===== src/hw/rtl/assert_macros.svh =====
// Assertion helpers shared by the RTL modules.
`ifndef ASSERT_MACROS_SVH
`define ASSERT_MACROS_SVH

// Same-cycle implication, disabled while reset is asserted.
`define ASSERT_IMPL(label, clk, rst_n, ante, cons) \
  label: assert property (@(posedge clk) disable iff (!rst_n) (ante) |-> (cons)) \
    else $error("assertion failed");

// Next-cycle implication, disabled while reset is asserted.
`define ASSERT_NEXT(label, clk, rst_n, ante, cons) \
  label: assert property (@(posedge clk) disable iff (!rst_n) (ante) |=> (cons)) \
    else $error("assertion failed");

`endif


===== src/hw/rtl/pfe_pkg.sv =====
package pfe_pkg;

  // Panel geometry and frame store size.
  localparam int PANEL_WIDTH  = 128;
  localparam int PANEL_HEIGHT = 64;
  localparam int STORE_BYTES  = PANEL_WIDTH * ((PANEL_HEIGHT + 7) / 8);
  localparam int ADDR_W       = $clog2(STORE_BYTES);

  // Fixed field widths.
  localparam int COORD_W = 16;
  localparam int INDEX_W = 11;

  localparam logic [7:0] CTRL_DATA_BYTE = 8'h40;

  typedef enum logic [1:0] {
    CMD_DRAW  = 2'd0,
    CMD_READ  = 2'd1,
    CMD_CLEAR = 2'd2
  } cmd_t;

  typedef enum logic [1:0] {
    COLOR_OFF    = 2'd0,
    COLOR_ON     = 2'd1,
    COLOR_INVERT = 2'd2
  } color_t;

  typedef enum logic [1:0] {
    ST_SWEEP,
    ST_IDLE,
    ST_EXEC,
    ST_RESP
  } state_t;

  // Controller to datapath commands.
  typedef struct packed {
    logic capture;
    logic wr_en;
    logic clr_en;
    logic load_out;
  } ctrl_cmd_t;

  // Datapath to controller status.
  typedef struct packed {
    logic is_clear;
    logic clr_last;
    logic out_free;
  } dp_stat_t;

endpackage


===== src/hw/rtl/pfe_ctrl.sv =====
`include "assert_macros.svh"

module pfe_ctrl (
  input  logic               clk,
  input  logic               rst_n,
  input  logic               in_valid,
  output logic               in_ready,
  input  pfe_pkg::dp_stat_t  stat,
  output pfe_pkg::ctrl_cmd_t cmd
);
  import pfe_pkg::*;

  state_t state_r, state_nxt;
  logic   pend_r, pend_nxt;

  always_ff @(posedge clk) begin
    if (!rst_n) begin
      state_r <= ST_SWEEP;
      pend_r  <= 1'b0;
    end else begin
      state_r <= state_nxt;
      pend_r  <= pend_nxt;
    end
  end

  always_comb begin
    state_nxt = state_r;
    pend_nxt  = pend_r;
    in_ready  = 1'b0;
    cmd       = '0;
    unique case (state_r)
      ST_SWEEP: begin
        cmd.clr_en = 1'b1;
        if (stat.clr_last) begin
          state_nxt = pend_r ? ST_RESP : ST_IDLE;
          pend_nxt  = 1'b0;
        end
      end
      ST_IDLE: begin
        in_ready = 1'b1;
        if (in_valid) begin
          cmd.capture = 1'b1;
          if (stat.is_clear) begin
            state_nxt = ST_SWEEP;
            pend_nxt  = 1'b1;
          end else begin
            state_nxt = ST_EXEC;
          end
        end
      end
      ST_EXEC: begin
        cmd.wr_en = 1'b1;
        if (stat.out_free) begin
          cmd.load_out = 1'b1;
          state_nxt    = ST_IDLE;
        end else begin
          state_nxt = ST_RESP;
        end
      end
      ST_RESP: begin
        if (stat.out_free) begin
          cmd.load_out = 1'b1;
          state_nxt    = ST_IDLE;
        end
      end
      default: state_nxt = ST_SWEEP;
    endcase
  end

  `ASSERT_NEXT(a_sweep_holds, clk, rst_n, state_r == ST_SWEEP && !stat.clr_last,
               state_r == ST_SWEEP)
  `ASSERT_NEXT(a_accept_to_exec, clk, rst_n,
               state_r == ST_IDLE && in_valid && !stat.is_clear, state_r == ST_EXEC)
  `ASSERT_IMPL(a_ready_in_idle, clk, rst_n, in_ready, state_r == ST_IDLE)

endmodule


===== config.mk =====
export PLATFORM = sky130hd
export DESIGN_NAME = pfe_ctrl
export DESIGN_NICKNAME = d
export VERILOG_FILES = /design/src/hw/rtl/pfe_pkg.sv /design/src/hw/rtl/pfe_ctrl.sv
export VERILOG_INCLUDE_DIRS = /design/src /design/src/hw/rtl
export SDC_FILE = /design/constraint.sdc
export NUM_CORES = 1
export LEC_CHECK = 0
export BUFFER_PORTS_ARGS = -buffer_cell sky130_fd_sc_hd__buf_2
export CORE_AREA = 2 2 39 41
export DETAILED_ROUTE_END_ITERATION = 6
export DIE_AREA = 0 0 41 43
export GPL_ROUTABILITY_DRIVEN = 1
export PLACE_DENSITY = 0.43
export SLEW_MARGIN = 20
export SYNTH_ARGS = -nofsm -noshare
export SYNTH_HDL_FRONTEND = slang
export SYNTH_SLANG_ARGS = --single-unit

===== constraint.sdc =====
create_clock -name clk -period 1 [get_ports clk]
set_input_delay 0 -clock clk [delete_from_list [all_inputs] [get_ports clk]]
set_output_delay 0 -clock clk [all_outputs]
set_load 0.01 [all_outputs]

==> out/results.ini <==
[power]
clkPwrFrac_pct=43.3
p_sw_share_pct=29.4
power_frac_comb_pct=30.7
pwr-share-seq_pct=26.1
power_density_nw_per_um2=1330
p_leak_nw=0.175
peakVddDrop_mv=0.835
p_int_uw=370
p_switching_uw=154

[critical_path]
worstPathRequired_ps=1000
cp_slowest_cell=dfxtp_4
critPathKind=reg2out
cp_slowest_stage_delay_ps=340
cp_max_fo=2
endpoint_kind=output port
startpoint_type=flip-flop
worst_ep_arrival_time_ps=1050
cp_cell_sequence=buf_6, nor2b_4, and2_1, buf_2

[placed_design]
gp_routability_congestion=0.720
io_buffers=10
placed_cell_area_um2=274
pre_cts_slack_ps=-45.0
hpwl_um=370

[grt]
track_usage_pct=8.32
first_global_vias=209
antenna_found_initial=0
grt_max_degree=7
overflow=0
grt_pass1_wl_um=855

[synthesis]
synth.distinct_cells=15
ys_ff_latch=3
synthSimpleGateAreaFrac_pct=30.5
synth_top_area_share_pct=31.2
yosysWarningCount=0
synth_edf_count=0
synth-adder-area-share_pct=0
synth_area_leaders=dfxtp_1 (31%), a2111oi_2 (7.8%), nor2b_4 (7.1%)
yosysTopAreaCell=dfxtp_1
synth_mux_area_share_pct=0
seq_area_frac_synth_pct=31.2
async_reset_ff_share_pct=0
synth_flop_cell=dfxtp_1
synth_commonest_cells=dfxtp_1 (3), inv_1 (3), and2_1 (2), nor2_1 (2), nor2b_1 (2)
synthXorXnorAreaFrac_pct=0
netlist_area_um2=193
synth_top_family_by_area=simple AND/OR/NAND/NOR gates
synth_fp_nets=28
synth_compound_gate_area_share_pct=26.6
avgSynthCellArea_um2=8.76
synthCells=22

[route]
vias_per_cell=3.97
wl_um=553
drt_first_pass_iters=4
drc=0
antenna_left=0
dr_total_vias=230
wl_per_cell_um=9.53
first_iter_violations=1

[sta]
hold_viol_final=0
worst_pin_slew_ps=303
fin_crit_ps=1050
rsz0062_at_grt=yes
skew_ps=0.734
maxSlewViolCount=0
relSlewSlack_pct=79.7
fmax_mhz=952
worst_slack_ps=-50.5
period_share_pct=105
finalSetupViolations=4

[job]
maxCapViolCount=0

[floorplan]
core_um2=1380
ios=11
rows=14
die_area_um2=1760
start_util_pct=13.9
die_y_um=43
fp.dieW_um=41

[clock_tree]
path_clk_slew_ps=40
cts_max_level=1
cts.sink_count=3
ctsRootBufferMaster=clkbuf_4
clkLatencyLatePin_ps=240
cts_tree=yes
numCtsBuffers=3
cts_max_path_buffers=2

[finish]
antenna_cells=0
final_cell_area_um2=393
fin_nets=49
drive_gt1_share_pct=66.7
fillCellCount=156
syn_to_final_growth_pct=104

[outcome]
violations=negative setup slack
status=finished, violations left

[hold_path]
hold_class=in2reg

==> cell families (layout without fill, tap and decap cells) <==
logic type	after synthesis	in the layout
compound gates	6	6
buf+inv	4	24
flops	3	3
simple gates	9	9
==> metrics by stage <==
stage	instances	power, mW	hold slack [ps]	util, %	setup TNS [ps]
final	58	0.524	46.7	28.4	-79.2
after global routing	58	0.573	45.7	28.4	-283
after CTS	57	0.509	0.332	25.2	-184
after detailed placement	50	0.244	263	19.8	-46.0
after global placement	50	0.246	263	19.8	-64.2
after floorplan	22	0.202	128	-	0
==> final timing paths <==
check | from | end | slack, ps | cells after the start
setup / recovery | state_r[0]$_SDFFE_PN0P_ | cmd[3] | -50 | 4
hold / removal | stat[2] | pend_r$_SDFFE_PN0P_ | 50 | 3
setup reg to reg | state_r[0]$_SDFFE_PN0P_ | state_r[0]$_SDFFE_PN0P_ | -20 | 4
hold reg to reg | pend_r$_SDFFE_PN0P_ | pend_r$_SDFFE_PN0P_ | 490 | 2
==> cell usage in the layout (no fill, tap or decap) <==
master,netlist,routed
a211oi_1,1,1
nor2b_4,1,2
clkbuf_1,0,1
nand2_1,1,1
inv_2,0,1
nor2b_1,2,1
buf_2,0,9
clkbuf_4,0,3
buf_4,0,2
nand4b_1,1,1
dfxtp_1,3,1
inv_1,3,2
o31a_1,1,1
a2111oi_2,1,1
and2_1,2,2
buf_6,1,5
o31ai_4,0,1
a21boi_1,0,1
nor2_2,0,1
o21ai_1,0,1
dfxtp_4,0,2
nor2_4,0,1
dlygate4sd3_1,0,1
==> power by group through the flow <==
stage | clock [mW] | sequential, mW | combinational, mW
3_3_place_gp | 0 | 0.146 | 0.100
5_1_grt | 0.263 | 0.137 | 0.173
3_5_place_dp | 0 | 0.145 | 0.0997
2_1_floorplan | 0 | 0.137 | 0.0655
6_report | 0.227 | 0.136 | 0.161
4_1_cts | 0.233 | 0.135 | 0.140
==> critical path, delay by kind of cell (launching register included) <==
family / cells / cell delay (ps)
buffers and inverters: 2 / 240
flip-flops: 1 / 340
AND/OR/NAND/NOR: 2 / 230
==> area by class of cell <==
class	count	area, µm²	share of cell area, %
multi-input combinational	15	141	36.0
timing repair buffer	17	126	32.2
sequential	3	67.6	17.2
clock buffer	4	26.3	6.69
tap	16	20.0	5.10
inverter	3	11.3	2.87
==> sequential cells by signal, summed over array words and instances (netlist names) <==
| register | flops |
|---|---|
| pend_r | 1 |
| state_r | 2 |
==> layer usage <==
metal | GRT usage, % | share of wire (%) | up-vias
met1 | 8.01 | 40 | 100
met2 | 9.69 | 41 | 11
met3 | 9.42 | 14 | 4
met5 | 0 | 0 | -
met4 | 6.00 | 3.8 | 0
li1 | - | - | 115
==> repair_timing <==
item                                    in CTS  in global routing
endpoints found under the setup margin       6                  6
buffers inserted                             3                  0
endpoints found under the hold margin        0                  1
hold buffers                                 0                  1
resized for setup                           10                  9
pin swaps                                    4                  3
(Power assumes the default switching activity.)
